### src/sv/pv2hp_pkg.sv
// Shared types, codes and constants for the proxy v2 IPv4 header parser.
// This package has no dependencies. The parse core and the top level use it.
package pv2hp_pkg;

   localparam int HEADER_BYTES    = 28;
   localparam int SIGNATURE_BYTES = 12;
   localparam int POS_W           = $clog2(HEADER_BYTES);
   localparam int CSR_INDEX_W     = 1;
   localparam int CSR_DATA_W      = 4;

   // These are byte positions inside the header.
   localparam logic [POS_W-1:0] POS_SIG_LAST  = POS_W'(SIGNATURE_BYTES - 1);
   localparam logic [POS_W-1:0] POS_VER_CMD   = POS_W'(SIGNATURE_BYTES);
   localparam logic [POS_W-1:0] POS_FAM_PROTO = POS_W'(SIGNATURE_BYTES + 1);
   localparam logic [POS_W-1:0] POS_LEN_HI    = POS_W'(SIGNATURE_BYTES + 2);
   localparam logic [POS_W-1:0] POS_LEN_LO    = POS_W'(SIGNATURE_BYTES + 3);
   localparam logic [POS_W-1:0] POS_SRC_FIRST = POS_W'(SIGNATURE_BYTES + 4);
   localparam logic [POS_W-1:0] POS_SRC_LAST  = POS_W'(SIGNATURE_BYTES + 7);
   localparam logic [POS_W-1:0] POS_DST_FIRST = POS_W'(SIGNATURE_BYTES + 8);
   localparam logic [POS_W-1:0] POS_DST_LAST  = POS_W'(SIGNATURE_BYTES + 11);
   localparam logic [POS_W-1:0] POS_LAST      = POS_W'(HEADER_BYTES - 1);

   localparam logic [3:0]  VERSION_TWO   = 4'h2;
   localparam logic [3:0]  CMD_LOCAL     = 4'h0;
   localparam logic [3:0]  CMD_PROXY     = 4'h1;
   localparam logic [15:0] LENGTH_IPV4   = 16'd12;
   localparam logic [3:0]  FAMILY_RESET  = 4'h1;
   localparam logic [3:0]  PROTOCOL_RESET = 4'h1;

   typedef enum logic [CSR_INDEX_W-1:0] {
      CSR_FAMILY   = 1'b0,
      CSR_PROTOCOL = 1'b1
   } csr_index_type;

   typedef enum logic [2:0] {
      STATUS_OK        = 3'd0,
      STATUS_HEALTH    = 3'd1,
      STATUS_SIGNATURE = 3'd2,
      STATUS_VERSION   = 3'd3,
      STATUS_COMMAND   = 3'd4,
      STATUS_FAMILY    = 3'd5,
      STATUS_PROTOCOL  = 3'd6,
      STATUS_LENGTH    = 3'd7
   } status_type;

   typedef struct packed {
      logic [7:0] header_byte;
      logic       start_flag;
   } req_word_type;

   typedef struct packed {
      status_type  parse_status;
      logic [31:0] source_address;
      logic [31:0] destination_address;
      logic [15:0] source_port;
      logic [15:0] destination_port;
      logic [15:0] address_length;
   } rsp_word_type;

   typedef struct packed {
      logic last;
   } core_ctrl_type;

   // The standard twelve-byte signature.
   function automatic logic [7:0] sig_byte(input logic [3:0] idx);
      logic [7:0] value;
      case (idx)
         4'd0:    value = 8'h0D;
         4'd1:    value = 8'h0A;
         4'd2:    value = 8'h0D;
         4'd3:    value = 8'h0A;
         4'd4:    value = 8'h00;
         4'd5:    value = 8'h0D;
         4'd6:    value = 8'h0A;
         4'd7:    value = 8'h51;
         4'd8:    value = 8'h55;
         4'd9:    value = 8'h49;
         4'd10:   value = 8'h54;
         4'd11:   value = 8'h0A;
         default: value = 8'h00;
      endcase
      return value;
   endfunction

endpackage

### src/sv/pv2hp_core.sv
// Parse core: byte position, first-failure status and field capture.
// Depends on pv2hp_pkg.
module pv2hp_core (
   input  logic                    clock,
   input  logic                    reset,
   input  logic                    step,
   input  pv2hp_pkg::req_word_type word,
   input  logic [3:0]              family_code,
   input  logic [3:0]              protocol_code,
   output pv2hp_pkg::core_ctrl_type ctrl,
   output pv2hp_pkg::rsp_word_type  result
);

   logic [pv2hp_pkg::POS_W-1:0] pos_ff, pos_in, pos_eff;
   pv2hp_pkg::status_type       status_ff, status_in, status_eff, status_new, fail_code;
   logic                        decided_ff, decided_in, decided_eff, decided_new, fail;
   logic [15:0]                 length_ff, length_in;
   logic [31:0]                 source_ff, source_in;
   logic [31:0]                 dest_ff, dest_in;
   logic [31:0]                 ports_ff, ports_in;
   logic [7:0]                  b;
   logic                        addr_ok;

   assign b = word.header_byte;

   // A start flag discards whatever partial header came before.
   assign pos_eff     = word.start_flag ? '0 : pos_ff;
   assign status_eff  = word.start_flag ? pv2hp_pkg::STATUS_OK : status_ff;
   assign decided_eff = word.start_flag ? 1'b0 : decided_ff;

   always_comb begin
      fail      = 1'b0;
      fail_code = pv2hp_pkg::STATUS_OK;
      length_in = length_ff;
      source_in = source_ff;
      dest_in   = dest_ff;
      ports_in  = ports_ff;
      case (pos_eff) inside
         [5'd0:pv2hp_pkg::POS_SIG_LAST]: begin
            if (b != pv2hp_pkg::sig_byte(pos_eff[3:0])) begin
               fail      = 1'b1;
               fail_code = pv2hp_pkg::STATUS_SIGNATURE;
            end
         end
         pv2hp_pkg::POS_VER_CMD: begin
            if (b[7:4] != pv2hp_pkg::VERSION_TWO) begin
               fail      = 1'b1;
               fail_code = pv2hp_pkg::STATUS_VERSION;
            end else if (b[3:0] == pv2hp_pkg::CMD_LOCAL) begin
               fail      = 1'b1;
               fail_code = pv2hp_pkg::STATUS_HEALTH;
            end else if (b[3:0] != pv2hp_pkg::CMD_PROXY) begin
               fail      = 1'b1;
               fail_code = pv2hp_pkg::STATUS_COMMAND;
            end
         end
         pv2hp_pkg::POS_FAM_PROTO: begin
            if (b[7:4] != family_code) begin
               fail      = 1'b1;
               fail_code = pv2hp_pkg::STATUS_FAMILY;
            end else if (b[3:0] != protocol_code) begin
               fail      = 1'b1;
               fail_code = pv2hp_pkg::STATUS_PROTOCOL;
            end
         end
         [pv2hp_pkg::POS_LEN_HI:pv2hp_pkg::POS_LEN_LO]: begin
            length_in = {length_ff[7:0], b};
            if (pos_eff == pv2hp_pkg::POS_LEN_LO && length_in != pv2hp_pkg::LENGTH_IPV4) begin
               fail      = 1'b1;
               fail_code = pv2hp_pkg::STATUS_LENGTH;
            end
         end
         [pv2hp_pkg::POS_SRC_FIRST:pv2hp_pkg::POS_SRC_LAST]: begin
            source_in = {source_ff[23:0], b};
         end
         [pv2hp_pkg::POS_DST_FIRST:pv2hp_pkg::POS_DST_LAST]: begin
            dest_in = {dest_ff[23:0], b};
         end
         default: begin
            ports_in = {ports_ff[23:0], b};
         end
      endcase
   end

   // Only the first failure of a header is kept.
   assign status_new  = (fail && !decided_eff) ? fail_code : status_eff;
   assign decided_new = decided_eff | fail;
   assign ctrl.last   = (pos_eff == pv2hp_pkg::POS_LAST);

   always_comb begin
      if (ctrl.last) begin
         pos_in     = '0;
         status_in  = pv2hp_pkg::STATUS_OK;
         decided_in = 1'b0;
      end else begin
         pos_in     = pos_eff + 1'b1;
         status_in  = status_new;
         decided_in = decided_new;
      end
   end

   assign addr_ok = (status_new == pv2hp_pkg::STATUS_OK) ||
                    (status_new == pv2hp_pkg::STATUS_LENGTH);

   always_comb begin
      result.parse_status        = status_new;
      result.source_address      = addr_ok ? source_ff : 32'd0;
      result.destination_address = addr_ok ? dest_ff : 32'd0;
      result.address_length      = addr_ok ? length_ff : 16'd0;
      if (status_new == pv2hp_pkg::STATUS_OK) begin
         result.source_port      = ports_in[31:16];
         result.destination_port = ports_in[15:0];
      end else begin
         result.source_port      = 16'd0;
         result.destination_port = 16'd0;
      end
   end

   always_ff @(posedge clock) begin
      if (reset) begin
         pos_ff     <= '0;
         status_ff  <= pv2hp_pkg::STATUS_OK;
         decided_ff <= 1'b0;
      end else if (step) begin
         pos_ff     <= pos_in;
         status_ff  <= status_in;
         decided_ff <= decided_in;
      end
   end

   // Every field store is fully rewritten before a header's result is formed.
   always_ff @(posedge clock) begin
      if (step) begin
         length_ff <= length_in;
         source_ff <= source_in;
         dest_ff   <= dest_in;
         ports_ff  <= ports_in;
      end
   end

endmodule

### src/sv/proxy_v2_header_parser.sv
// Top level of the proxy v2 IPv4 header parser: handshakes, config, result register.
// Depends on pv2hp_pkg and pv2hp_core.
//
//   Channel  Direction  Handshake              Word
//   req      in         req_valid / req_ready  header_byte, start_flag
//   rsp      out        rsp_valid / rsp_ready  status, addresses, ports, length
//   csr      in         csr_we (no wait)       csr_index, csr_wdata
//
// One header byte is taken per cycle. A taken byte is held in the input register and is
// parsed from there, and the parse state updates as it is parsed. For a header's last
// byte the result register loads together with that update, and rsp_valid rises with it.
// Reset is synchronous and returns the byte position to zero and both config registers
// to 1. Only a last byte waits on a full result register; all other bytes move on
// regardless of rsp_ready.
module proxy_v2_header_parser (
   input  logic                                clock,
   input  logic                                reset,
   input  logic                                req_valid,
   output logic                                req_ready,
   input  pv2hp_pkg::req_word_type             req_word,
   output logic                                rsp_valid,
   input  logic                                rsp_ready,
   output pv2hp_pkg::rsp_word_type             rsp_word,
   input  logic                                csr_we,
   input  logic [pv2hp_pkg::CSR_INDEX_W-1:0]   csr_index,
   input  logic [pv2hp_pkg::CSR_DATA_W-1:0]    csr_wdata
);

   logic                     in_valid_ff, in_valid_in;
   pv2hp_pkg::req_word_type  in_word_ff;
   logic                     rsp_valid_ff, rsp_valid_in;
   pv2hp_pkg::rsp_word_type  rsp_word_ff;
   logic [3:0]               family_ff, protocol_ff;
   pv2hp_pkg::core_ctrl_type core_ctrl;
   pv2hp_pkg::rsp_word_type  core_result;
   logic                     out_free;
   logic                     fire;
   logic                     req_take;

   // The result register is free when empty or being drained this cycle.
   assign out_free = !rsp_valid_ff || rsp_ready;

   // The held byte is parsed unless it completes a header and the result
   // register cannot take another word.
   assign fire     = in_valid_ff && (!core_ctrl.last || out_free);
   assign req_ready = !in_valid_ff || fire;
   assign req_take  = req_valid && req_ready;

   always_comb begin
      if (req_take) begin
         in_valid_in = 1'b1;
      end else if (fire) begin
         in_valid_in = 1'b0;
      end else begin
         in_valid_in = in_valid_ff;
      end
   end

   always_comb begin
      if (fire && core_ctrl.last) begin
         rsp_valid_in = 1'b1;
      end else if (rsp_ready) begin
         rsp_valid_in = 1'b0;
      end else begin
         rsp_valid_in = rsp_valid_ff;
      end
   end

   pv2hp_core u_core (
      .clock         (clock),
      .reset         (reset),
      .step          (fire),
      .word          (in_word_ff),
      .family_code   (family_ff),
      .protocol_code (protocol_ff),
      .ctrl          (core_ctrl),
      .result        (core_result)
   );

   always_ff @(posedge clock) begin
      if (reset) begin
         in_valid_ff  <= 1'b0;
         rsp_valid_ff <= 1'b0;
      end else begin
         in_valid_ff  <= in_valid_in;
         rsp_valid_ff <= rsp_valid_in;
      end
   end

   always_ff @(posedge clock) begin
      if (req_take) begin
         in_word_ff <= req_word;
      end
      if (fire && core_ctrl.last) begin
         rsp_word_ff <= core_result;
      end
   end

   // Configuration writes take the low four bits of the data.
   always_ff @(posedge clock) begin
      if (reset) begin
         family_ff   <= pv2hp_pkg::FAMILY_RESET;
         protocol_ff <= pv2hp_pkg::PROTOCOL_RESET;
      end else if (csr_we) begin
         case (pv2hp_pkg::csr_index_type'(csr_index))
            pv2hp_pkg::CSR_FAMILY:   family_ff   <= csr_wdata[3:0];
            pv2hp_pkg::CSR_PROTOCOL: protocol_ff <= csr_wdata[3:0];
            default: begin
            end
         endcase
      end
   end

   assign rsp_valid = rsp_valid_ff;
   assign rsp_word  = rsp_word_ff;

endmodule

### config.mk
export PLATFORM = sky130hd
export DESIGN_NAME = proxy_v2_header_parser
export DESIGN_NICKNAME = d
export VERILOG_FILES = /design/src/sv/pv2hp_pkg.sv /design/src/sv/pv2hp_core.sv /design/src/sv/proxy_v2_header_parser.sv
export SDC_FILE = /design/constraint.sdc
export NUM_CORES = 1
export LEC_CHECK = 0
export BUFFER_PORTS_ARGS = -buffer_cell sky130_fd_sc_hd__clkbuf_2
export CORE_UTILIZATION = 25
export CTS_BUF_LIST = sky130_fd_sc_hd__clkbuf_8
export DETAILED_ROUTE_END_ITERATION = 16
export PLACE_DENSITY = 0.49
export SYNTH_ARGS = -nofsm -noshare
export SYNTH_HDL_FRONTEND = slang
export SYNTH_SLANG_ARGS = --single-unit
export TNS_END_PERCENT = 1
### constraint.sdc
create_clock -name clock -period 7.55 [get_ports clock]
set_input_delay 0.755 -clock clock [delete_from_list [all_inputs] [get_ports clock]]
set_output_delay 0.755 -clock clock [all_outputs]
set_load 0.01 [all_outputs]
# Word-level counts from Yosys, hierarchy flattened
# Memories as Yosys holds them, arrays and structs flattened.
# Index checks and enable logic that the tools add are counted.
dict set report totals {
  reg_bits 255
  latch_bits 0
  mem_bits_rw 0
  mem_bits_ro 96
  in_bits 19
  elab_cells 113
  memories 1
}
# memory words word_bits read_ports rd_clocked_by_memory_dff write_ports line
set mem_list {}
lappend mem_list {{(no name shown)} 16 6 1 0 0 pv2hp_pkg.sv:67} ;# case (idx)
dict set report classes {
  add_sub_neg 1
  n_mul 0
  div 0
  n_lt_le_gt_ge 8
  eq_ne 11
  shifts 0
  muxes 40
  bitwise 7
  reduce_logical 26
}
# op count
set ops {}
lappend ops {{32-bit 2-to-1 mux} 6}
lappend ops {{3-bit 2-to-1 mux} 13}
lappend ops {{1-bit 2-to-1 mux} 17}
lappend ops {{16-bit by 4-bit inequality test with 1-bit output (second input constant)} 1}
lappend ops {{5-bit by 4-bit == test with 1-bit output (second input constant)} 3}
lappend ops {{5-bit >= comparator (second input constant)} 2}
lappend ops {{5-bit by 4-bit less-or-equal comparator with 1-bit output (second input constant)} 2}
lappend ops {{5-bit less-or-equal comparator (second input constant)} 2}
lappend ops {{5-bit 2-to-1 mux} 2}
lappend ops {{1-bit logical AND} 9}
lappend ops {{8-bit 2-to-1 mux} 1}
lappend ops {{4-bit inequality test} 2}
lappend ops {{8-bit inequality test} 1}
lappend ops {{7-bit AND reduction} 1}
lappend ops {{1-bit inverter} 6}
lappend ops {{6-bit AND reduction} 1}
lappend ops {{5-bit by 1-bit adder with 5-bit output (second input constant)} 1}
lappend ops {{5-bit == test (second input constant)} 1}
lappend ops {{5-bit by 1-bit >= comparator with 1-bit output (second input constant)} 1}
lappend ops {{5-bit by 4-bit >= comparator with 1-bit output (second input constant)} 1}
lappend ops {{5-bit AND reduction} 1}
lappend ops {{1-bit zero test} 4}
lappend ops {{4-bit zero test} 1}
lappend ops {{1-bit logical OR} 4}
lappend ops {{8 further kinds} 10}

# Longest topological paths before layout
# Gate-level depths: netlist of run 1.
dict set report depth {
  word_depth 12
  mapped_depth 15
  mapped_depth_nobuf 12
}

# Modules after synthesis
# From an unflattened synthesis of run 1, not the netlist that was laid out.
dict set report unflattened {
  cells_unflattened 629
  hier_area_um2 10671.5
}
# mod n_inst cells_each area_each_um2 seq_area_each_um2
set modules_own_cells {}
lappend modules_own_cells {pv2hp_core 1 462 6556.3 3543.4}
lappend modules_own_cells {proxy_v2_header_parser 1 167 4115.2 3923.8}

# Worst setup path before layout of run 1
# No wires, ideal clock.
dict set report synth_path {
  path_type {reg2reg}
  startpoint {reg in_word_ff[0] in the netlist's numbering}
  endpoint {reg rsp_word_ff (netlist bit rsp_word[0]) (enable)}
  setup_ns 0.591
  arrival_time_ns 6.379
  required_ns 6.959
  setup_slack_ns 0.580
  path_stages_with_launch 9
  synth_period_minus_slack_ns 6.970
  cell_sequence {edfxtp_1 > buf_2 > nand2b_1 > inv_1 > ha_1 > nand4b_1 > o21ai_0 > clkbuf_1 > nor2_1}
}
dict set report synth_between {
  elab_chain_cells 6
}
# item line
set synth_rtl {}
lappend synth_rtl {{from (decl)} proxy_v2_header_parser.sv:30} ;# pv2hp_pkg::req_word_type in_word_ff;
lappend synth_rtl {{from (signal assigned)} proxy_v2_header_parser.sv:92} ;# in_word_ff <= req_word;
lappend synth_rtl {{5-bit 2-to-1 mux *} pv2hp_core.sv:27} ;# assign pos_eff = word.start_flag ? '0 : pos_ff;
lappend synth_rtl {{5-bit == test *} pv2hp_core.sv:88} ;# assign ctrl.last = (pos_eff == pv2hp_pkg::POS_LAST);
lappend synth_rtl {{1-bit zero test} proxy_v2_header_parser.sv:45} ;# assign fire = in_valid_ff && (!core_ctrl.last || out_free);
lappend synth_rtl {{1-bit logical OR} proxy_v2_header_parser.sv:45}
lappend synth_rtl {{1-bit logical AND} proxy_v2_header_parser.sv:45}
lappend synth_rtl {{1-bit logical AND *} proxy_v2_header_parser.sv:94} ;# if (fire && core_ctrl.last) begin
lappend synth_rtl {{to (signal assigned)} proxy_v2_header_parser.sv:95} ;# rsp_word_ff <= core_result;
lappend synth_rtl {{to (decl)} proxy_v2_header_parser.sv:32} ;# pv2hp_pkg::rsp_word_type rsp_word_ff;
# Every way passes the cells marked *; elsewhere a longest branch is shown, timed or not.
# A chain may end at the register's enable or synchronous reset.

==> results of run 1 <==
-- state kept, by name, summed over array words and instances, names as in the netlist --
name               flops
family_ff              4
in_valid_ff            1
in_word_ff             9
protocol_ff            4
rsp_valid              1
rsp_word             115
u_core.decided_ff      1
u_core.dest_ff        32
u_core.length_ff      16
u_core.ports_ff       32
u_core.pos_ff          5
u_core.source_ff      32
u_core.status_ff       3
-- cells in the mapped netlist, drive strengths merged --
library cell    n  share of area
or3             1         0.0011
and3            3         0.0019
or3b            3         0.0026
a311oi          2         0.0024
o32a            1         0.0010
nand4           4         0.0031
nor4            5         0.0031
and3b           2         0.0018
a21boi         81          0.061
a32oi           2         0.0018
o31ai           1        0.00075
or4             1        0.00075
nor3b           2         0.0015
or4b            1         0.0010
a21oi          14         0.0074
nand4b          1        0.00088
mux2i           7         0.0070
dfxtp          19          0.038
nand2          11         0.0041
buf            15          0.013
edfxtp        236           0.71
or2             1        0.00063
a31oi           2         0.0013
a22oi           5         0.0038
o21ai           6         0.0030
and2            4         0.0025
a211o           2         0.0018
nor3            5         0.0025
o22ai           2         0.0013
nand3           8         0.0040
o21a            2         0.0015
nand2b          9         0.0057
mux2           33          0.037
nor2b          35          0.022
xnor2          10         0.0088
ha              9          0.011
xor2            4         0.0035
nor4bb          2         0.0035
o21bai          1        0.00075
clkbuf         18         0.0068
inv             8         0.0030
nor2           22         0.0083
a2111oi         1        0.00088
-- through the flow --
stage                     std cells  total power, mW
final                          1317            2.888
after global routing           1317            3.011
after CTS                      1317            2.949
after detailed placement       1231            1.668
after global placement         1231            1.667
after floorplan                 601            1.637
-- how the worst max path moves through the flow --
stage,cells past startpoint,endpoint,slack [ps],from
4_1_cts,13,rsp_word[5]$_SDFFCE_PN0P_,2450,in_word_ff[0]$_DFFE_PP_
3_5_place_dp,13,rsp_word[55]$_SDFFCE_PN0P_,2470,in_word_ff[0]$_DFFE_PP_
5_1_grt,13,rsp_word[5]$_SDFFCE_PN0P_,2050,in_word_ff[0]$_DFFE_PP_
6_report,13,rsp_word[5]$_SDFFCE_PN0P_,2490,in_word_ff[0]$_DFFE_PP_
2_1_floorplan,8,rsp_word[0]$_SDFFCE_PN0P_,580,in_word_ff[0]$_DFFE_PP_
3_3_place_gp,13,rsp_word[56]$_SDFFCE_PN0P_,2650,in_word_ff[0]$_DFFE_PP_
-- cell families (layout without fill, tap and decap cells) --
logic type,Yosys count,count (layout)
flip-flops,255,255
AO/OA/AOI/OAI,122,122
AND/OR/NAND/NOR,120,120
buffers and inverters,41,239
multiplexers,40,40
XOR/XNOR,14,14
adder cells (fa/ha/maj),9,9
-- report_power, final --
| part | total (mW) | switching, mW | internal, mW | leakage [nW] |
|---|---|---|---|---|
| combinational | 0.0671 | 0.0398 | 0.0273 | 1.38 |
| clock | 1.25 | 0.579 | 0.671 | 0.500 |
| sequential | 1.57 | 0.0229 | 1.55 | 2.32 |
-- final cells by class --
cell class | count | area (um^2) | area share
Sequential cell | 255 | 7467 | 0.6177
Multi-Input combinational cell | 305 | 2310 | 0.1911
Timing Repair Buffer | 145 | 750.7 | 0.06210
Clock buffer | 49 | 674.4 | 0.05579
Tap cell | 518 | 648.1 | 0.05361
Clock inverter | 37 | 209.0 | 0.01728
Inverter | 8 | 30.03 | 0.002484
-- metal layers --
layer,wire length (um),global-route usage,vias to the layer above
met5,0,0,-
met1,10170,0.1409,2729
met3,1362,0.03741,44
met4,488,0.04518,0
met2,10210,0.1645,154
li1,-,-,2608
==> insert_results.sql, run 1 <==
INSERT INTO impl_metrics (metric_group, metric, value, unit) VALUES
('clocking', 'maximum_buffer_depth_of_the_clock_tree', '3', ''),
('synthesis', 'synth_top_family_by_area', 'compound AO/OA/AOI/OAI gates', ''),
('detailed_routing', 'drt_pass1_iterations', '4', ''),
('sta', 'whs', '349.1', 'ps'),
('place', 'dp.final_hpwl', '13.32', 'mm'),
('place', 'place_worst_setup_slack', '2468', 'ps'),
('critical_path', 'critical_path_buf_inv_count', '2', ''),
('global_routing', 'grt_antenna_before_repair', '1', ''),
('detailed_routing', 'drc_errors', '0', ''),
('worst_hold_path', 'worst_hold_path.endpoint', 'in_word_ff[7]$_DFFE_PP_', ''),
('detailed_routing', 'drt_iter0_markers', '309', ''),
('sta', 'timing.clock.skew', '16.42', 'ps'),
('layout', 'proportion_of_layout_cells_with_a_drive_suffix_above_1', '0.3129', ''),
('floorplanning', 'boundaryPins', '136', ''),
('status', 'run_status', 'complete, no violations', ''),
('clocking', 'cts.repair.resized', '0', ''),
('clocking', 'cts-htree-levels', '2', ''),
('detailed_routing', 'route.vias.total', '5535', ''),
('floorplanning', 'start_util', '0.2553', ''),
('synthesis', 'area_of_the_mapped_netlist', '0.009960', 'mm^2'),
('synthesis', 'synth_fp_nets', '629', ''),
('worst_hold_path', 'hold_start', 'req_word[7]', ''),
('layout', 'layout-area-overhead-vs-synth', '21.38', '%'),
('detailed_routing', 'post_drt_wl_per_cell', '16.88', 'um'),
('sta', 'final.period_utilization', '0.6708', ''),
('critical_path', 'worst_r2r_endpoint', 'rsp_word[5]$_SDFFCE_PN0P_', ''),
('floorplanning', 'die-area', '0.04064', 'mm^2'),
('critical_path', 'r2r_path_start', 'in_word_ff[0]$_DFFE_PP_', ''),
('layout', 'antenna_cells_inserted', '0', ''),
('sta', 'finalSetupTns', '0', 'ps'),
('detailed_routing', 'drt-vias-per-instance', '4.203', ''),
('power', 'leakage', '4.205', 'nW'),
('layout', 'postLayoutCoreUtil', '0.3099', ''),
('run', 'max_cap_violations', '0', ''),
('clocking', 'cts-buffers-inserted', '47', ''),
('critical_path', 'worst-path-max-fanout', '63', ''),
('critical_path', 'worst_path_max_delay_cell', 'sky130_fd_sc_hd__edfxtp_1', ''),
('critical_path', 'regToRegSetupSlack', '2490', 'ps'),
('sta', 'report.final.slew_viol_count', '0', ''),
('clocking', 'cts-root-buf', 'sky130_fd_sc_hd__clkbuf_8', ''),
('sta', 'timing.fmax', '197.4', 'MHz'),
('critical_path', 'crit_family', 'compound AO/OA/AOI/OAI gates', ''),
('synthesis', 'synthAdderAreaFrac', '0.01131', ''),
('worst_hold_path', 'worst_hold_path_cells', '1', ''),
('synthesis', 'yosys.area_share.xor_xnor', '0.01231', ''),
('global_routing', 'grt_max_degree', '81', ''),
('synthesis', 'yosys_register_bits', '255', ''),
('sta', 'slew-limit-headroom', '0.2673', ''),
('layout', 'highest_count_cells_in_the_layout_ignoring_fill_and_taps', 'sky130_fd_sc_hd__edfxtp_1 (236), sky130_fd_sc_hd__clkbuf_2 (135), sky130_fd_sc_hd__a21boi_1 (50)', ''),
('synthesis', 'synth_warnings', '0', ''),
('sta', 'worst_slack', '2485', 'ps'),
('critical_path', 'cp-end-kind', 'flop', ''),
('layout', 'design_area', '0.01209', 'mm^2'),
('sta', 'rsz0062_at_grt', 'no', ''),
('critical_path', 'critical_path.cell_chain', 'nand2b_1, inv_1, ha_1, and3_1, ha_1, nor3b_1, a21boi_0, a311oi_2, or3b_2, o22ai_1, a211o_4, buf_4, a21boi_0', ''),
('critical_path', 'rr_worst_depth', '13', ''),
('synthesis', 'synth.avg_cell_area', '16.57', 'um^2'),
('synthesis', 'synth.distinct_cells', '52', ''),
('synthesis', 'multiplexer_share_of_the_synthesized_area', '0.04435', ''),
('layout', 'final_common_cell', 'sky130_fd_sc_hd__edfxtp_1', ''),
('power', 'max-vdd-ir-drop', '0.00009810', 'V'),
('detailed_routing', 'antenna_left', '0', ''),
('critical_path', 'critPathLaunchType', 'flop', ''),
('clocking', 'clock_insertion_delay_worst_skew', '590', 'ps'),
('floorplanning', 'chipWidth', '201.6', 'um'),
('layout', 'num-fill-cells', '3899', ''),
('clocking', 'tritoncts_clock_tree', 'yes', ''),
('floorplanning', 'die-height', '201.6', 'um'),
('worst_hold_path', 'hold_path_class', 'in -> reg', ''),
('power', 'power_per_cell_area', '238.9', 'mW/mm^2'),
('sta', 'min_period', '5065', 'ps');
Power figures use the tool's default switching activity.
==> run 2, diff against run 1 <==
Settings changed: ABC_AREA set to 1.
Clock period 7.55 ns to 4.7 ns, I/O delays scaled along.
==> run 2 against run 1 <==
Critical path type unchanged. Critical path depth increased by 11. Synthesized area increased by 5.7%. Clock skew is 1.0 ps higher. Clock-buffer cell count fell by 5. Via count grew 13%.
==> insert_results.sql, run 2 <==
INSERT INTO impl_metrics (metric_group, metric, value, unit) VALUES
('global_routing', 'grt_antenna_before_repair', '0', ''),
('clocking', 'ctsHoldBuffers', '0', ''),
('clocking', 'clock_sinks', '255', ''),
('floorplanning', 'boundaryPins', '136', ''),
('critical_path', 'r2r_path_start', 'in_word_ff[0]$_DFFE_PP_', ''),
('critical_path', 'critPathLaunchType', 'flop', ''),
('critical_path', 'cp-end-kind', 'flop', ''),
('layout', 'layout-area-overhead-vs-synth', '19.60', '%'),
('sta', 'slew-limit-headroom', '0.3458', ''),
('synthesis', 'synthAdderAreaFrac', '0.01070', ''),
('synthesis', 'synth_top_cells_by_area', 'sky130_fd_sc_hd__edfxtp_1 (67%), sky130_fd_sc_hd__inv_1 (6.5%), sky130_fd_sc_hd__a21oi_2 (4.2%), sky130_fd_sc_hd__nand2_1 (4.0%), sky130_fd_sc_hd__dfxtp_1 (3.6%)', ''),
('clocking', 'clkTransAtPathRegs', '60', 'ps'),
('sta', 'report.final.slew_viol_count', '0', ''),
('clocking', 'tritoncts_clock_tree', 'yes', ''),
('sta', 'min_period', '3832', 'ps'),
('synthesis', 'synth.avg_cell_area', '12.06', 'um^2'),
('critical_path', 'worst-setup-path-type', 'reg -> reg', ''),
('synthesis', 'synth_fp_nets', '901', ''),
('detailed_routing', 'drt-vias-per-instance', '3.939', ''),
('layout', 'nNetsFinal', '1061', ''),
('worst_hold_path', 'hold_start', 'req_word[2]', ''),
('global_routing', 'first_global_vias', '6334', ''),
('synthesis', 'synth_top_family_by_area', 'simple AND/OR/NAND/NOR gates', ''),
('critical_path', 'critical_path_required', '5100', 'ps'),
('power', 'max-vdd-ir-drop', '0.0001437', 'V'),
('status', 'run_status', 'complete, no violations', ''),
('run', 'max_cap_violations', '0', ''),
('layout', 'final_common_cell', 'sky130_fd_sc_hd__edfxtp_1', ''),
('floorplanning', 'core-area', '0.04120', 'mm^2'),
('sta', 'timing.fmax', '261.0', 'MHz'),
('clocking', 'clock_insertion_delay_worst_skew', '550', 'ps'),
('synthesis', 'synth.distinct_cells', '34', ''),
('global_routing', 'grt_max_degree', '65', ''),
('detailed_routing', 'drc_errors', '0', ''),
('synthesis', 'yosysSeqAreaShare', '0.7094', ''),
('detailed_routing', 'drt_iter0_markers', '344', ''),
('critical_path', 'startpoint', 'in_word_ff[0]$_DFFE_PP_', ''),
('sta', 'max_slew.worst_pin.slew', '979.0', 'ps'),
('critical_path', 'worst-path-max-fanout', '32', ''),
('clocking', 'cts-root-buf', 'sky130_fd_sc_hd__clkbuf_8', ''),
('detailed_routing', 'route.final.wire_length', '22.97', 'mm'),
('place', 'gpl.final_weighted_congestion', '0.8209', ''),
('synthesis', 'yosys.area_share.xor_xnor', '0.004992', ''),
('place', 'io_buffer_count', '135', ''),
('sta', 'hold_viol', '0', ''),
('synthesis', 'synth_enable_flop_cells', '236', ''),
('detailed_routing', 'post_drt_wl_per_cell', '14.43', 'um'),
('synthesis', 'synth_top_cells_by_count', 'sky130_fd_sc_hd__edfxtp_1 (236), sky130_fd_sc_hd__inv_1 (183), sky130_fd_sc_hd__nand2_1 (113)', ''),
('layout', 'largest_register_ffs', '115', ''),
('global_routing', 'overflow', '0', ''),
('power', 'leakage', '5.223', 'nW'),
('clocking', 'cts-htree-levels', '2', ''),
('synthesis', 'yosys_register_bits', '255', ''),
('synthesis', 'synth_warnings', '0', ''),
('synthesis', 'dominant_cell_by_count_in_the_synthesized_netlist', 'sky130_fd_sc_hd__edfxtp_1', ''),
('synthesis', 'synth_largest_type_area_fraction', '0.6732', ''),
('synthesis', 'netlist.top_cell.by_area', 'sky130_fd_sc_hd__edfxtp_1', ''),
('sta', 'finalSetupTns', '0', 'ps'),
('layout', 'postLayoutCoreUtil', '0.3056', ''),
('clocking', 'cts.repair.resized', '0', ''),
('sta', 'whs', '94.22', 'ps'),
('sta', 'timing.clock.skew', '17.46', 'ps'),
('layout', 'antenna_cells_inserted', '0', ''),
('layout', 'highest_count_cells_in_the_layout_ignoring_fill_and_taps', 'sky130_fd_sc_hd__edfxtp_1 (236), sky130_fd_sc_hd__inv_1 (192), sky130_fd_sc_hd__clkbuf_2 (135)', ''),
('sta', 'final.period_utilization', '0.8153', ''),
('floorplanning', 'std_cell_rows', '74', ''),
('global_routing', 'grt_first_pass_wirelength', '35.42', 'mm'),
('sta', 'rsz0062_at_grt', 'no', ''),
('synthesis', 'area_of_the_mapped_netlist', '0.01053', 'mm^2'),
('synthesis', 'multiplexer_share_of_the_synthesized_area', '0', ''),
('place', 'dp.final_hpwl', '14.87', 'mm'),
('clocking', 'postCtsSetupBuffers', '0', ''),
('global_routing', 'grtUsageTotal', '0.1062', ''),
('floorplanning', 'chipWidth', '207.2', 'um'),
('power', 'power_per_cell_area', '354.1', 'mW/mm^2'),
('synthesis', 'synth-compound-area-share', '0.08701', ''),
('detailed_routing', 'drt_pass1_iterations', '4', ''),
('detailed_routing', 'route.vias.total', '6271', ''),
('floorplanning', 'start_util', '0.2555', ''),
('layout', 'proportion_of_layout_cells_with_a_drive_suffix_above_1', '0.2594', ''),
('synthesis', 'synth-async-reset-ratio', '0', ''),
('synthesis', 'synth_cells', '873', ''),
('clocking', 'maximum_buffer_depth_of_the_clock_tree', '3', ''),
('floorplanning', 'die-height', '207.2', 'um'),
('synthesis', 'ys_dominant_reg_cell', 'sky130_fd_sc_hd__edfxtp_1', ''),
('detailed_routing', 'antenna_left', '0', ''),
('layout', 'num-fill-cells', '4174', ''),
('floorplanning', 'die-area', '0.04293', 'mm^2'),
('critical_path', 'critical_path_arrival', '4230', 'ps'),
('synthesis', 'post_synthesis_share_of_cell_area_spent_on_and_or_nand_and_nor_gates', '0.1007', ''),
('clocking', 'cts-buffers-inserted', '44', ''),
('sta', 'final-setup-viol-count', '0', ''),
('worst_hold_path', 'hold_path_class', 'in -> reg', '');
-- run 2: cell count changes after synthesis, moves of 35 or more --
cell | previous run | this run
sky130_fd_sc_hd__a21oi_2 | 1 | 50
sky130_fd_sc_hd__nor2b_1 | 35 | 0
sky130_fd_sc_hd__nand2_1 | 11 | 113
sky130_fd_sc_hd__nor2_1 | 22 | 70
sky130_fd_sc_hd__o21ai_0 | 5 | 40
sky130_fd_sc_hd__a21boi_1 | 50 | 0
sky130_fd_sc_hd__inv_1 | 8 | 183
-- run 2: area by class of cell --
class                      instances  area [um^2]  share of cell area
tap                              532        665.6             0.05287
clock buffer                      44        605.6             0.04810
timing repair buffer             146        808.3             0.06420
sequential                       255         7467              0.5931
inverter                         188        709.4             0.05635
multi-input combinational        398         2187              0.1737
clock inverter                    29        146.4             0.01163
-- run 2: worst paths after layout --
check	to	slack (ps)	depth (start not counted)
hold reg to reg	u_core.source_ff[30]$_DFFE_PP_	440	0
setup reg to reg	rsp_word[11]$_SDFFCE_PN0P_	870	24
setup / recovery	rsp_word[11]$_SDFFCE_PN0P_	870	24
hold / removal	in_word_ff[2]$_DFFE_PP_	90	1
-- run 2: critical path, stage by stage (launching register included) --
cell and delay [ps]:
sky130_fd_sc_hd__edfxtp_1 460, sky130_fd_sc_hd__inv_2 250, sky130_fd_sc_hd__nand2_1 190, sky130_fd_sc_hd__inv_1 150, sky130_fd_sc_hd__ha_1 240, sky130_fd_sc_hd__inv_1 80
sky130_fd_sc_hd__nor2_1 110, sky130_fd_sc_hd__ha_1 210, sky130_fd_sc_hd__inv_1 50, sky130_fd_sc_hd__nand2_1 60, sky130_fd_sc_hd__nand2_1 80, sky130_fd_sc_hd__inv_2 70
sky130_fd_sc_hd__nand3_1 60, sky130_fd_sc_hd__nand2_1 80, sky130_fd_sc_hd__nand2_1 60, sky130_fd_sc_hd__nand2_2 70, sky130_fd_sc_hd__nand2_2 70, sky130_fd_sc_hd__nand2_4 80
sky130_fd_sc_hd__nand2_2 90, sky130_fd_sc_hd__nand2_2 80, sky130_fd_sc_hd__nand2_2 90, sky130_fd_sc_hd__inv_2 80, sky130_fd_sc_hd__nand3_4 410, sky130_fd_sc_hd__buf_12 370
sky130_fd_sc_hd__a21oi_1 140
-- run 2: power by group --
group / total (mW) / internal [mW] / switching [mW]
logic: 0.145 / 0.0520 / 0.0933
clock network: 1.78 / 0.920 / 0.863
registers: 2.53 / 2.49 / 0.0393
-- run 2: per-stage QoR --
stage / power, mW / instance area, um^2 / std cells / setup WS [ps]
2_1_floorplan: 2.669 / 10530 / 873 / 406.8
3_3_place_gp: 2.724 / 11840 / 1519 / 995.1
3_5_place_dp: 2.727 / 11840 / 1519 / 900.2
4_1_cts: 4.550 / 12590 / 1592 / 874.8
5_1_grt: 4.659 / 12590 / 1592 / 490.0
6_report: 4.459 / 12590 / 1592 / 868.1
-- run 2: cells by family after synthesis --
group / Yosys count
xor gates and xnor gates: 6
AOI/OAI and AO/OA: 143
buffers and inverters: 220
and+or+nand+nor: 240
DFF: 255
adders and majority gates: 9
-- run 2: metal layers --
layer | global-route usage | vias up | wire length, um
met2 | 0.1739 | 146 | 10950
met1 | 0.1345 | 2882 | 10330
li1 | - | 3200 | -
met3 | 0.02426 | 43 | 1020
met5 | 0 | - | 0
met4 | 0.04529 | 0 | 665
==> run 3, diff against run 2 <==
Clock period 4.7 ns to 3.9 ns, I/O delays scaled along.
==> run 3 against run 2 <==
Die area stayed put. Sequential share of layout area is 0.55 points lower. Register-to-register slack worse by 420 ps. Clock power is 21% higher. Critical path type unchanged. Critical endpoint is now rsp_word[47]$_SDFFCE_PP0P_.
==> insert_results.sql, run 3 (same netlist as run 2, synthesis figures left out) <==
INSERT INTO impl_metrics (metric_group, metric, value, unit) VALUES
('status', 'run_status', 'complete, no violations', ''),
('floorplanning', 'core-area', '0.04120', 'mm^2'),
('detailed_routing', 'met2WireLength', '10.90', 'mm'),
('global_routing', 'grt_first_pass_wirelength', '35.82', 'mm'),
('sta', 'rsz0062_at_grt', 'no', ''),
('floorplanning', 'die-height', '207.2', 'um'),
('run', 'max_cap_violations', '0', ''),
('sta', 'finalSetupTns', '0', 'ps'),
('clocking', 'clock_insertion_delay_worst_skew', '570', 'ps'),
('critical_path', 'cp-end-kind', 'flop', ''),
('sta', 'timing.clock.skew', '22.16', 'ps'),
('sta', 'slew-limit-headroom', '0.5462', ''),
('detailed_routing', 'detailroute.wirelength.met3', '1.121', 'mm'),
('sta', 'final.period_utilization', '0.8857', ''),
('detailed_routing', 'drt_pass1_iterations', '5', ''),
('layout', 'proportion_of_layout_cells_with_a_drive_suffix_above_1', '0.2588', ''),
('sta', 'max_slew.worst_pin.slew', '680.7', 'ps'),
('worst_hold_path', 'hold_start', 'csr_wdata[0]', ''),
('sta', 'timing.fmax', '289.5', 'MHz'),
('critical_path', 'critical_path_arrival', '3740', 'ps'),
('power', 'power_per_cell_area', '424.4', 'mW/mm^2'),
('sta', 'report.final.slew_viol_count', '0', ''),
('critical_path', 'worst-setup-path-type', 'reg -> reg', ''),
('clocking', 'clkTransAtPathRegs', '60', 'ps'),
('place', 'dp.final_hpwl', '14.86', 'mm'),
('place', 'io_buffer_count', '135', ''),
('power', 'leakage', '5.294', 'nW'),
('place', 'place.detailed.instances', '1520', ''),
('global_routing', 'overflow', '0', ''),
('critical_path', 'startpoint', 'in_word_ff[0]$_DFFE_PP_', ''),
('floorplanning', 'start_util', '0.2555', ''),
('power', 'max-vdd-ir-drop', '0.0001867', 'V'),
('global_routing', 'first_global_vias', '6357', ''),
('layout', 'nNetsFinal', '1071', ''),
('place', 'gpl.final_weighted_congestion', '0.7949', ''),
('layout', 'fin_cells', '1606', ''),
('detailed_routing', 'detail_route.wirelength.met1', '10.46', 'mm'),
('worst_hold_path', 'hold_path_class', 'in -> reg', ''),
('power', 'totalPowerFinal', '5.393', 'mW'),
('layout', 'highest_count_cells_in_the_layout_ignoring_fill_and_taps', 'sky130_fd_sc_hd__edfxtp_1 (236), sky130_fd_sc_hd__inv_1 (197), sky130_fd_sc_hd__clkbuf_2 (135)', ''),
('layout', 'num-fill-cells', '4178', ''),
('floorplanning', 'std_cell_rows', '74', ''),
('detailed_routing', 'drc_errors', '0', ''),
('layout', 'final_common_cell', 'sky130_fd_sc_hd__edfxtp_1', ''),
('clocking', 'clock_sinks', '255', ''),
('global_routing', 'grtUsageTotal', '0.1068', ''),
('critical_path', 'critical_path_required', '4190', 'ps'),
('detailed_routing', 'drt-vias-per-instance', '4.007', ''),
('global_routing', 'grt_max_degree', '112', ''),
('clocking', 'maximum_buffer_depth_of_the_clock_tree', '3', ''),
('sta', 'min_period', '3454', 'ps'),
('detailed_routing', 'antenna_left', '0', ''),
('global_routing', 'grt_antenna_before_repair', '0', ''),
('floorplanning', 'chipWidth', '207.2', 'um'),
('layout', 'antenna_cells_inserted', '0', ''),
('clocking', 'cts-htree-levels', '2', ''),
('detailed_routing', 'drt_iter0_markers', '348', ''),
('clocking', 'cts-buffers-inserted', '44', ''),
('critical_path', 'r2r_path_start', 'in_word_ff[0]$_DFFE_PP_', ''),
('layout', 'largest_register_ffs', '115', ''),
('place', 'place_area', '0.01185', 'mm^2'),
('layout', 'layout-area-overhead-vs-synth', '20.72', '%'),
('clocking', 'cts-root-buf', 'sky130_fd_sc_hd__clkbuf_8', ''),
('clocking', 'tritoncts_clock_tree', 'yes', ''),
('detailed_routing', 'dr.max_layer_used', 'met4', ''),
('layout', 'design_area', '0.01271', 'mm^2'),
('detailed_routing', 'route.vias.total', '6436', ''),
('sta', 'hold_viol', '0', ''),
('floorplanning', 'die-area', '0.04293', 'mm^2'),
('floorplanning', 'boundaryPins', '136', ''),
('sta', 'final-setup-viol-count', '0', ''),
('critical_path', 'worst-path-max-fanout', '32', ''),
('critical_path', 'critPathLaunchType', 'flop', ''),
('detailed_routing', 'route.final.wire_length', '23.25', 'mm'),
('detailed_routing', 'post_drt_wl_per_cell', '14.48', 'um');
==> run 3: cell count changes in the layout (fill, tap and decap cells not counted), sizes merged <==
cell,change
clkinv,-3
clkbuf,+2
dlygate4sd3,+9
buf,+1
bufinv,-1
inv,+6
==> run 3: metal layers <==
layer,GRT usage,vias to the layer above
li1,-,3221
met1,0.1352,3020
met2,0.1733,142
met3,0.02486,53
met4,0.04838,0
met5,0,-
==> run 3: path summary, 6_finish.rpt <==
path                                  endpoint  slack, ps  cells past startpoint
setup / recovery    rsp_word[47]$_SDFFCE_PP0P_        450                     19
hold / removal     protocol_ff[0]$_SDFFE_PP1P_         70                      3
setup reg to reg    rsp_word[47]$_SDFFCE_PP0P_        450                     19
hold reg to reg   u_core.dest_ff[25]$_DFFE_PP_        440                      0
==> run 3: layout make-up <==
type	count	area, um^2	share of cell area
Multi-Input combinational cell	398	2187	0.1721
Timing Repair Buffer	156	909.6	0.07158
Clock buffer	46	633.1	0.04982
Sequential cell	255	7467	0.5876
Inverter	188	709.4	0.05583
Tap cell	532	665.6	0.05238
Clock inverter	31	135.1	0.01063
==> run 3: where the power goes <==
part           total (mW)  internal, mW  switching, mW
clock network        2.16          1.09           1.07
registers            3.05          3.00         0.0464
logic               0.182        0.0669          0.115
total                5.39          4.16           1.23
==> run 3: through the flow <==
stage                     worst slack (ps)  hold slack (ps)    util
after floorplan                     -393.2            426.4       -
after global placement               496.6            429.1  0.2875
after detailed placement             331.9            433.9  0.2875
after CTS                            338.3            34.04  0.3083
after global routing                 60.08            71.29  0.3084
final                                445.8            66.26  0.3084
==> run 3: worst max-delay path, stage by stage, from the launching register on <==
cell	delay, ps
sky130_fd_sc_hd__edfxtp_1	450
sky130_fd_sc_hd__inv_2	90
sky130_fd_sc_hd__nand2_1	180
sky130_fd_sc_hd__inv_1	120
sky130_fd_sc_hd__ha_1	260
sky130_fd_sc_hd__ha_1	230
sky130_fd_sc_hd__or2_0	230
sky130_fd_sc_hd__nand3_1	90
sky130_fd_sc_hd__nand2_1	50
sky130_fd_sc_hd__nor2_1	90
sky130_fd_sc_hd__nand3_1	90
sky130_fd_sc_hd__nand2_1	160
sky130_fd_sc_hd__nand2_4	90
sky130_fd_sc_hd__nand2_2	110
sky130_fd_sc_hd__nand2_2	60
sky130_fd_sc_hd__nand2_2	120
sky130_fd_sc_hd__inv_2	60
sky130_fd_sc_hd__nand3_4	200
sky130_fd_sc_hd__buf_4	400
sky130_fd_sc_hd__nor2_1	100
==> run 3: repair_timing <==
| item | CTS | global route |
|---|---|---|
| setup endpoints to repair | 0 | 4 |
| buffers inserted | 0 | 0 |
| gates resized for setup | 0 | 1 |
| endpoints found under the hold margin | 9 | 0 |
| hold buffers | 9 | 0 |
